<file path="config.mk">
export PLATFORM = sky130hd
export DESIGN_NAME = cmsk_ctrl
export DESIGN_NICKNAME = d
export VERILOG_FILES = /design/src/rtl/cmsk_pkg.sv /design/src/rtl/cmsk_ctrl.sv
export SDC_FILE = /design/constraint.sdc
export NUM_CORES = 1
export LEC_CHECK = 0
export BUFFER_PORTS_ARGS = -buffer_cell sky130_fd_sc_hd__buf_2
export CORE_MARGIN = 1
export CORE_UTILIZATION = 50
export DETAILED_ROUTE_END_ITERATION = 12
export PLACE_DENSITY_LB_ADDON = 0.08
export SLEW_MARGIN = 40
export SYNTH_ARGS = -nofsm -noshare
export SYNTH_HDL_FRONTEND = slang
export SYNTH_SLANG_ARGS = --single-unit
export TNS_END_PERCENT = 50
</file>
<file path="constraint.sdc">
create_clock -name clk -period 2.7 [get_ports clk]
set_clock_uncertainty 0.05 [all_clocks]
set_input_delay 0.27 -clock clk [delete_from_list [all_inputs] [get_ports clk]]
set_output_delay 0.27 -clock clk [all_outputs]
set_load 0.01 [all_outputs]
</file>
<file path="src/rtl/cmsk_pkg.sv">
// Shared constants, controller/datapath interface types and the mixing function.
package cmsk_pkg;

	localparam int WIDTH_MAX_DEF    = 1024;
	localparam int DEPTH_MAX_DEF    = 8;
	localparam int COUNTER_BITS_DEF = 32;

	localparam logic [63:0] GOLDEN     = 64'h9e3779b97f4a7c15;
	localparam logic [63:0] MIXA       = 64'hbf58476d1ce4e5b9;
	localparam logic [63:0] MIXB       = 64'h94d049bb133111eb;
	localparam logic [63:0] FNV_OFFSET = 64'hcbf29ce484222325;

	localparam int SHIFT_A = 30;
	localparam int SHIFT_B = 27;
	localparam int SHIFT_C = 31;

	localparam logic [1:0] CFG_WIDTH = 2'd0;
	localparam logic [1:0] CFG_DEPTH = 2'd1;
	localparam logic [1:0] CFG_SEED  = 2'd2;

	localparam logic CMD_ADD   = 1'b0;
	localparam logic CMD_QUERY = 1'b1;

	typedef struct packed {
		logic clr_step;
		logic take_item;
		logic row_clr;
		logic row_inc;
		logic mix_seed;
		logic mix_fin;
		logic seed_wr;
		logic byte_upd;
		logic div_start;
		logic upd;
		logic min_init;
		logic out_load;
	} cmsk_cmd_t;

	typedef struct packed {
		logic clr_last;
		logic mix_done;
		logic div_done;
		logic seed_last;
		logic fin_last;
		logic has_byte;
		logic last;
		logic is_query;
		logic out_free;
	} cmsk_stat_t;

	// Evaluated only at elaboration to build the per-row seed constants.
	function automatic logic [63:0] mix64(input logic [63:0] v);
		logic [63:0] t;
		t = v + GOLDEN;
		t = (t ^ (t >> SHIFT_A)) * MIXA;
		t = (t ^ (t >> SHIFT_B)) * MIXB;
		return t ^ (t >> SHIFT_C);
	endfunction

endpackage

</file>
<file path="src/rtl/cmsk_ctrl.sv">
// Controller state machine sequencing clearing, seeding, byte updates and key finalization.
module cmsk_ctrl (
	input  logic                 clk,
	input  logic                 arst_n,
	input  logic                 in_valid,
	output logic                 in_ready,
	input  cmsk_pkg::cmsk_stat_t stat,
	output cmsk_pkg::cmsk_cmd_t  cmd
);
	import cmsk_pkg::*;

	typedef enum logic [10:0] {
		S_CLEAR = 11'b00000000001,
		S_IDLE  = 11'b00000000010,
		S_SEED  = 11'b00000000100,
		S_SEEDW = 11'b00000001000,
		S_BYTE  = 11'b00000010000,
		S_FIN   = 11'b00000100000,
		S_FINW  = 11'b00001000000,
		S_DIVW  = 11'b00010000000,
		S_RD    = 11'b00100000000,
		S_UPD   = 11'b01000000000,
		S_OUT   = 11'b10000000000
	} state_t;

	state_t state_q;
	state_t state_n;
	logic   in_key_q;
	logic   in_key_n;

	assign in_ready = (state_q == S_IDLE);

	always_comb begin
		state_n  = state_q;
		in_key_n = in_key_q;
		cmd      = '0;
		case (state_q)
			S_CLEAR: begin
				cmd.clr_step = 1'b1;
				if (stat.clr_last) begin
					state_n = S_IDLE;
				end
			end
			S_IDLE: begin
				if (in_valid) begin
					cmd.take_item = 1'b1;
					if (in_key_q) begin
						state_n = S_BYTE;
					end else begin
						cmd.row_clr = 1'b1;
						state_n     = S_SEED;
					end
				end
			end
			S_SEED: begin
				cmd.mix_seed = 1'b1;
				state_n      = S_SEEDW;
			end
			S_SEEDW: begin
				if (stat.mix_done) begin
					cmd.seed_wr = 1'b1;
					if (stat.seed_last) begin
						state_n = S_BYTE;
					end else begin
						cmd.row_inc = 1'b1;
						state_n     = S_SEED;
					end
				end
			end
			S_BYTE: begin
				cmd.byte_upd = stat.has_byte;
				in_key_n     = 1'b1;
				if (stat.last) begin
					in_key_n     = 1'b0;
					cmd.row_clr  = 1'b1;
					cmd.min_init = 1'b1;
					state_n      = S_FIN;
				end else begin
					state_n = S_IDLE;
				end
			end
			S_FIN: begin
				cmd.mix_fin = 1'b1;
				state_n     = S_FINW;
			end
			S_FINW: begin
				if (stat.mix_done) begin
					cmd.div_start = 1'b1;
					state_n       = S_DIVW;
				end
			end
			S_DIVW: begin
				if (stat.div_done) begin
					state_n = S_RD;
				end
			end
			S_RD: begin
				// The counter read issued here returns in the next cycle.
				state_n = S_UPD;
			end
			S_UPD: begin
				cmd.upd = 1'b1;
				if (stat.fin_last) begin
					state_n = stat.is_query ? S_OUT : S_IDLE;
				end else begin
					cmd.row_inc = 1'b1;
					state_n     = S_FIN;
				end
			end
			S_OUT: begin
				if (stat.out_free) begin
					cmd.out_load = 1'b1;
					state_n      = S_IDLE;
				end
			end
			default: begin
				state_n = S_IDLE;
			end
		endcase
	end

	always_ff @(posedge clk or negedge arst_n) begin
		if (!arst_n) begin
			state_q  <= S_CLEAR;
			in_key_q <= 1'b0;
		end else begin
			state_q  <= state_n;
			in_key_q <= in_key_n;
		end
	end

endmodule

</file>
# ---- Word level (Yosys, flattened, before mapping)
# Index checks and enable logic that the tools add are counted.
dict set report op_classes {
  reduce_logical 1
  muxes 33
  n_eq_ne 17
}
# operator count
set op_table {}
lappend op_table {{$pmux W11 S11} 1}
lappend op_table {{$mux W11} 8}
lappend op_table {{$mux W1} 18}
lappend op_table {{$ne A2 B2 Y1 const B} 6}
lappend op_table {{$eq A11 B1 Y1 const B} 1}
lappend op_table {{$eq A11 B10 Y1 const B} 1}
lappend op_table {{$eq A11 B11 Y1 const B} 1}
lappend op_table {{$eq A11 B2 Y1 const B} 1}
lappend op_table {{$eq A11 B3 Y1 const B} 1}
lappend op_table {{$eq A11 B4 Y1 const B} 1}
lappend op_table {{$eq A11 B5 Y1 const B} 1}
lappend op_table {{$eq A11 B6 Y1 const B} 1}
lappend op_table {{$eq A11 B7 Y1 const B} 1}
lappend op_table {{$eq A11 B8 Y1 const B} 1}
lappend op_table {{$eq A11 B9 Y1 const B} 1}
lappend op_table {{$mux W5} 2}
lappend op_table {{$mux W6} 1}
lappend op_table {{$reduce_and A6 Y1} 1}
lappend op_table {{$pmux W1 S2} 2}
lappend op_table {{$mux W2} 1}
dict set report totals {
  inputBits 12
  regBits 12
  wordCells 53
  output_inout_bits 13
}

# ---- Longest topological paths before layout
# Gate-level depths: netlist of the first run.
dict set report logic_depth {
  word_depth 3
  mapped_depth 6
  ltp_nobuf 5
}

# ---- Worst setup path after synthesis of the first run
# Ideal clock, no wire load.
dict set report synth_path {
  kind {reg2out}
  start {register state_q[4]}
  end {output port cmd[9] (netlist name)}
  setup_slack_ns 0.532
  path_buffers 1
  t_arrival_ns 1.848
  path_stages_with_launch 7
  required_time_ns 2.380
  path_cell_list {dfrtp_1 clkbuf_2 nor4_1 nand2_1 nor4_4 and2_1 a21o_1}
}
# element line_no
set synth_lines {}
lappend synth_lines {{start, declared} cmsk_ctrl.sv:26} ;# state_t state_q;
lappend synth_lines {{start signal, assigned} cmsk_ctrl.sv:127} ;# state_q <= state_n;
lappend synth_lines {{end, declared} cmsk_ctrl.sv:8} ;# output cmsk_pkg::cmsk_cmd_t cmd

==> key figures, run 1 <==
Power
  • Logic pwr share: 0.494
  • Switching share of power: 0.4184
  • Psw: 0.3566 mW
  • Internal: 0.4957 mW
  • Overall power: 0.8524 mW
  • Lkg Pwr: 0.5272 nW
  • VDD IR max: 0.5544 mV
  • Pwr Density: 816.8 mW/mm²
  • Clock Power Share: 0.177
  • Sequential Power Share: 0.329

Critical path
  • CP bufs+invs: 1
  • RR Startpoint: state_q[1]
  • Path depth of the worst reg2reg path: 5
  • Crit start category: flop
  • FF-to-FF End: state_q[1]
  • Req. time, crit path: 2.38 ns
  • CP top delay family: simple AND/OR/NAND/NOR gates
  • Worst setup path class: flop to output pin
  • Largest stage delay on the critical path: 0.49 ns
  • Reg-to-reg slack, setup: 0.59 ns
  • WP data arrival: 2.20 ns
  • CP max stage cell: dfrtp_1
  • Kind of end point of the critical path: output pin
  • Cells along the critical path: nor4_2 -> nand2_1 -> and4bb_2 -> and2_1 -> o2bb2ai_1 -> buf_2
  • Crit-path max FO: 8

Timing
  • Fin. Hold Viols: 0
  • Total negative slack: 0 ns
  • Worst Tran Pin Value: 0.5994 ns
  • Fmax: 0.3965 GHz
  • RSZ-0062 raised after global routing: false
  • Crit path setup slack, layout: 0.1782 ns
  • WHS: 0.08344 ns
  • Max transition margin: 0.5967
  • Fin crit period: 2.522 ns
  • Crit share post-route: 0.9340
  • Fin. max-slew vios: 0
  • Final Setup Violations: 0

Synthesis
  • Yosys top cell area share: 0.3143
  • Share of the yosys chip area belonging to registers: 0.3443
  • Library cells used by synthesis: 37
  • Avg Cell Area, Syn: 9.317 µm²
  • Yosys warns: 0
  • Mapped Area: 875.8 µm²
  • Mapped Nets: 106
  • Yosys top cell by area: dfrtp_1
  • Post-Syn Instances: 94
  • Area contributors post-synth: dfrtp_1 31%, nor4_4 4.9%, nor2_1 3.9%
  • #FFs+latches synth: 12

Detailed routing
  • DR pass1 iterations: 5
  • Vias per Instance: 6.052
  • Detail Route Antenna Nets: 0
  • Vias: 811
  • DR DRC count: 0
  • Routed WL: 2048 µm
  • Routed WL per cell: 15.28 µm
  • DR iter-0 viols: 27

Cells and area
  • Fillers: 142
  • Most frequent cells in the layout: 24 x buf_2, 11 x dfrtp_1, 9 x nor2_1, 7 x nand2_1, 5 x o21ai_0
  • ANT cells: 0
  • Commonest non-fill, non-tap cell in the layout: buf_2
  • Share of cells above drive strength 1: 0.3729
  • Area Overhead vs Synth: 19.14%
  • Multi-input logic area: 533.0 µm²
  • Nets: 131
  • Layout Cells excl Fill: 134
  • Register area: 301.5 µm²

Clock tree
  • Worst-Skew Late Latency: 0.28 ns
  • Post-CTS setup buffers: 0
  • Clk buf depth: 2
  • CTS clk-pin slew, worst paths: 0.08 ns
  • Num Clock Sinks: 12
  • CTS tree: done
  • CTS Buf Count: 3
  • CTS root buffer: clkbuf_4
  • H-tree levels: 1

Hold path
  • Min-delay src: stat[8]
  • Worst hold path type: primary input to flop
  • Hold Path Sink: state_q[0]
  • Worst hold path depth: 2

Job
  • Max-Cap Viols: 0

Place
  • IO buf count: 24
  • HPWL after DPL: 1539 µm
  • Placed cells: 129
  • Pre-CTS setup slack: 0.3827 ns
  • Global placement routability congestion: 0.8416

Floorplan
  • Die area: 0.001923 mm²
  • Starting Density: 0.5556
  • Die X: 43.86 µm
  • Die height: 43.86 µm
  • FP Rows: 14
  • Core Area: 0.001577 mm²
  • I/O pin total: 25

GRT
  • Overall routing resource usage: 0.2381
  • Gr ovfl total: 0
  • First-pass GRT wire length: 3249 µm
  • Initial antenna violation count: 0
  • Vias in the first global route: 683
  • Largest net degree at the start of global routing: 13

Status
  • Outcome: finished, final reports clean
worst max path at each step:
| stage | startpoint | to | slack [ns] | cells past startpoint |
|---|---|---|---|---|
| 2_1_floorplan | state_q[4] | cmd[9] | 0.53 | 6 |
| 3_3_place_gp | state_q[4] | cmd[8] | 0.46 | 6 |
| 3_5_place_dp | state_q[4] | cmd[8] | 0.38 | 6 |
| 4_1_cts | state_q[4] | cmd[8] | 0.05 | 6 |
| 5_1_grt | state_q[1] | cmd[9] | 0.07 | 6 |
| 6_report | state_q[4] | cmd[8] | 0.18 | 6 |
cell families after synthesis:
family,after synthesis,share of synthesized area
xor+xnor,4,0.04001
compound gates,18,0.1500
simple gates,50,0.4114
buf+inv,10,0.05427
flops,12,0.3443
registers in the layout, indices dropped and copies added (netlist names):
name	count
in_key_q	1
state_q	11
per-layer routing:
| layer | share of wire | global-route usage |
|---|---|---|
| met5 | 0 | 0 |
| met2 | 0.44 | 0.3463 |
| met4 | 0.026 | 0.1394 |
| met1 | 0.47 | 0.3333 |
| met3 | 0.062 | 0.03750 |
synth_stat cells:
cell type,n
dfrtp_1,11
nor2_1,9
nand2_1,7
o21ai_0,5
inv_1,4
nor3_1,4
nor4_1,4
a21o_1,3
and2_1,3
clkbuf_1,3
nand2b_1,3
a22oi_1,2
and4bb_2,2
nand3_1,2
nand4_1,2
nor4_4,2
nor4b_1,2
o21ai_1,2
or3_1,2
or3b_2,2
or4_4,2
xnor2_1,2
xor2_1,2
a31o_2,1
a31oi_1,1
buf_2,1
buf_6,1
clkbuf_2,1
dfstp_2,1
nor4_2,1
nor4b_4,1
o2111ai_2,1
o221a_1,1
o2bb2ai_1,1
o32ai_1,1
or3_4,1
or4b_1,1
layout make-up:
cell class	count	area share
timing repair buffer	26	0.1319
multi-input combinational	72	0.5108
inverter	4	0.01439
clock buffer	4	0.03477
sequential	12	0.2890
tap	16	0.01918
stage by stage:
stage	cell area (µm²)	util
2_1_floorplan	875.8	-
3_3_place_gp	991.0	0.6286
3_5_place_dp	991.0	0.6286
4_1_cts	1037	0.6579
5_1_grt	1044	0.6619
6_report	1044	0.6619
power by group through the flow:
stage	clock, mW	sequential (mW)	combinational [mW]
floorplan	0	0.227	0.382
global placement	0	0.279	0.412
detailed placement	0	0.280	0.415
CTS	0.152	0.277	0.418
global route	0.159	0.287	0.458
finish	0.151	0.280	0.421
what timing repair did:
item,in CTS,in global routing
setup endpoints to repair,0,3
gates resized for setup,0,1
hold buffers,1,0
hold endpoints to repair,11,0
Power figures use the tool's default switching activity.
==> inputs of run 2 (changes only) <==
--- a/config.mk
+++ b/config.mk
@@ -10,6 +10,8 @@
 export CORE_UTILIZATION = 50
 export DETAILED_ROUTE_END_ITERATION = 12
 export PLACE_DENSITY_LB_ADDON = 0.08
+export REMOVE_ABC_BUFFERS = 1
+export SKIP_LAST_GASP = 1
 export SLEW_MARGIN = 40
 export SYNTH_ARGS = -nofsm -noshare
 export SYNTH_HDL_FRONTEND = slang
==> run 2 against run 1 <==
  * Global-route usage is 0.30 points lower
  * Via count is 2.6% higher
  * Count of clock-buffer cells in the layout stayed put
  * Clock power is 6% lower
  * Sequential power hardly changed
  * Non-clock buffer count stayed put
  * Worst setup slack better by 0.043 ns
  * Power is 1.2% lower
  * Die area stayed put
  * Flip-flop and latch count stayed put
  * Largest power group unchanged
  * Highest routed layer unchanged
==> key figures, run 2 (same netlist as run 1, synthesis figures left out) <==
Status
  • Outcome: finished, final reports clean

Timing
  • Fmax: 0.4034 GHz (+1.7%)
  • RSZ-0062 raised after global routing: false
  • Fin crit period: 2.479 ns (-0.04276 ns)
  • WHS: 0.09458 ns (+0.01113 ns)
  • Final Setup Violations: 0 (unchanged)
  • Fin. max-slew vios: 0 (unchanged)
  • Max transition margin: 0.5845 (-0.01223)
  • Total negative slack: 0 ns (unchanged)
  • Worst Tran Pin Value: 0.6175 ns (+0.01818 ns)
  • Crit share post-route: 0.9181 (-0.01584)
  • Fin. Hold Viols: 0 (unchanged)

Detailed routing
  • DR pass1 iterations: 4 (-1)
  • WL met3: 143 µm (+13%)
  • Routed WL: 1982 µm (-3.2%)
  • Routed WL per cell: 14.79 µm (-3.2%)
  • M1 WL: 865 µm (-9.6%)
  • Met2 wire len: 932 µm (+2.5%)
  • Vias per Instance: 6.209 (+2.6%)
  • DR DRC count: 0 (unchanged)
  • Detail Route Antenna Nets: 0 (unchanged)
  • Top sig layer: met4
  • DR iter-0 viols: 17 (-37%)
  • Vias: 832 (+2.6%)

Clock tree
  • CTS tree: done
  • Worst-Skew Late Latency: 0.27 ns (about the same)
  • Clk buf depth: 2 (unchanged)
  • Num Clock Sinks: 12 (unchanged)
  • CTS root buffer: clkbuf_4
  • CTS Buf Count: 3 (unchanged)
  • CTS clk-pin slew, worst paths: 0.07 ns (about the same)
  • H-tree levels: 1 (unchanged)

Cells and area
  • ANT cells: 0 (unchanged)
  • Most frequent cells in the layout: 24 x buf_2, 11 x dfrtp_1, 9 x nor2_1, 7 x nand2_1, 5 x o21ai_0
  • Most flops, register: state_q
  • Area Overhead vs Synth: 19.14% (unchanged)
  • Leading registers by flop count: state_q (11), in_key_q (1)
  • Share of cells above drive strength 1: 0.3729 (unchanged)
  • Commonest non-fill, non-tap cell in the layout: buf_2
  • Largest register FFs: 11 (unchanged)
  • Layout Cells excl Fill: 134 (unchanged)
  • Nets: 131 (unchanged)

GRT
  • Largest net degree at the start of global routing: 13 (unchanged)
  • First-pass GRT wire length: 3243 µm (-0.18%)
  • Gr ovfl total: 0 (unchanged)
  • Vias in the first global route: 706 (+3.4%)
  • Overall routing resource usage: 0.2351 (-0.002994)
  • Initial antenna violation count: 0 (unchanged)

Hold path
  • Worst hold path type: primary input to flop
  • Worst hold path depth: 2 (unchanged)
  • Hold Path Sink: state_q[0]
  • Min-delay src: stat[8]

Power
  • Lkg Pwr: 0.5272 nW (unchanged)
  • Overall power: 0.8420 mW (-1.2%)
  • VDD IR max: 0.5853 mV (+5.6%)
  • Pwr Density: 806.9 mW/mm² (-1.2%)

Job
  • Max-Cap Viols: 0 (unchanged)

Critical path
  • Kind of end point of the critical path: output pin
  • RR Startpoint: state_q[2]
  • Req. time, crit path: 2.38 ns (about the same)
  • Path depth of the worst reg2reg path: 5 (unchanged)
  • Worst setup path class: flop to output pin
  • Crit start category: flop
  • FF-to-FF End: state_q[1]
  • WP data arrival: 2.16 ns (-0.04 ns)
  • Crit-path max FO: 8 (unchanged)
  • Reg-to-reg slack, setup: 0.50 ns (-0.09 ns)

Place
  • IO buf count: 24 (unchanged)
  • Placed cells: 129 (unchanged)
  • Global placement routability congestion: 0.8347 (-0.82%)
  • HPWL after DPL: 1559 µm (+1.3%)

Floorplan
  • FP Rows: 14 (unchanged)
  • I/O pin total: 25 (unchanged)
  • Core Area: 0.001577 mm² (unchanged)
  • Starting Density: 0.5556 (unchanged)
  • Die X: 43.86 µm (unchanged)
  • Die area: 0.001923 mm² (unchanged)
  • Die height: 43.86 µm (unchanged)
==> run 2: critical path: stages, from the launching register on <==
cell	delay (ns)
dfrtp_1	0.49
nor4_2	0.39
nand2_1	0.22
and4bb_2	0.37
and2_1	0.15
o2bb2ai_1	0.11
buf_2	0.15
==> run 2: final cells by class <==
cell class                      count  area (µm²)
Clock buffer                        4       36.28
Fill cell                         140       533.0
Tap cell                           16       20.02
Multi-Input combinational cell     72       533.0
Sequential cell                    12       301.5
Timing Repair Buffer               26       137.6
Inverter                            4       15.01
==> run 2: stage by stage <==
stage / utilization / area (µm²) / worst slack [ns]
4_1_cts: 0.6579 / 1037 / 0.05327
2_1_floorplan: - / 843.3 / 0.5755
5_1_grt: 0.6619 / 1044 / 0.09004
3_3_place_gp: 0.6286 / 991.0 / 0.4338
6_report: 0.6619 / 1044 / 0.2210
3_5_place_dp: 0.6286 / 991.0 / 0.3806
==> run 2: repair_timing <==
action                                 4_1_cts  5_1_grt
buffers inserted                             0        0
hold buffers                                 1        0
gates resized for setup                      0        1
endpoints found under the hold margin       11        0
setup endpoints to repair                    0        2
==> run 2: layer usage <==
layer,global-route usage,vias up
li1,-,399
met4,0.09091,0
met2,0.3761,43
met3,0.07083,6
met1,0.2979,384
met5,0,-
==> run 2: how the worst max path moves through the flow <==
stage                     endpoint  slack, ns        from
final                       cmd[8]       0.22  state_q[4]
after global routing        cmd[8]       0.09  state_q[4]
after CTS                   cmd[8]       0.05  state_q[4]
after detailed placement    cmd[8]       0.38  state_q[4]
after global placement      cmd[8]       0.43  state_q[4]
after floorplan             cmd[9]       0.58  state_q[4]
==> run 2: power breakdown <==
group          switching [mW]  internal, mW  total [mW]
Clock                  0.0602        0.0820       0.142
Combinational           0.221         0.201       0.422
Sequential             0.0654         0.212       0.278
Total                   0.346         0.496       0.842
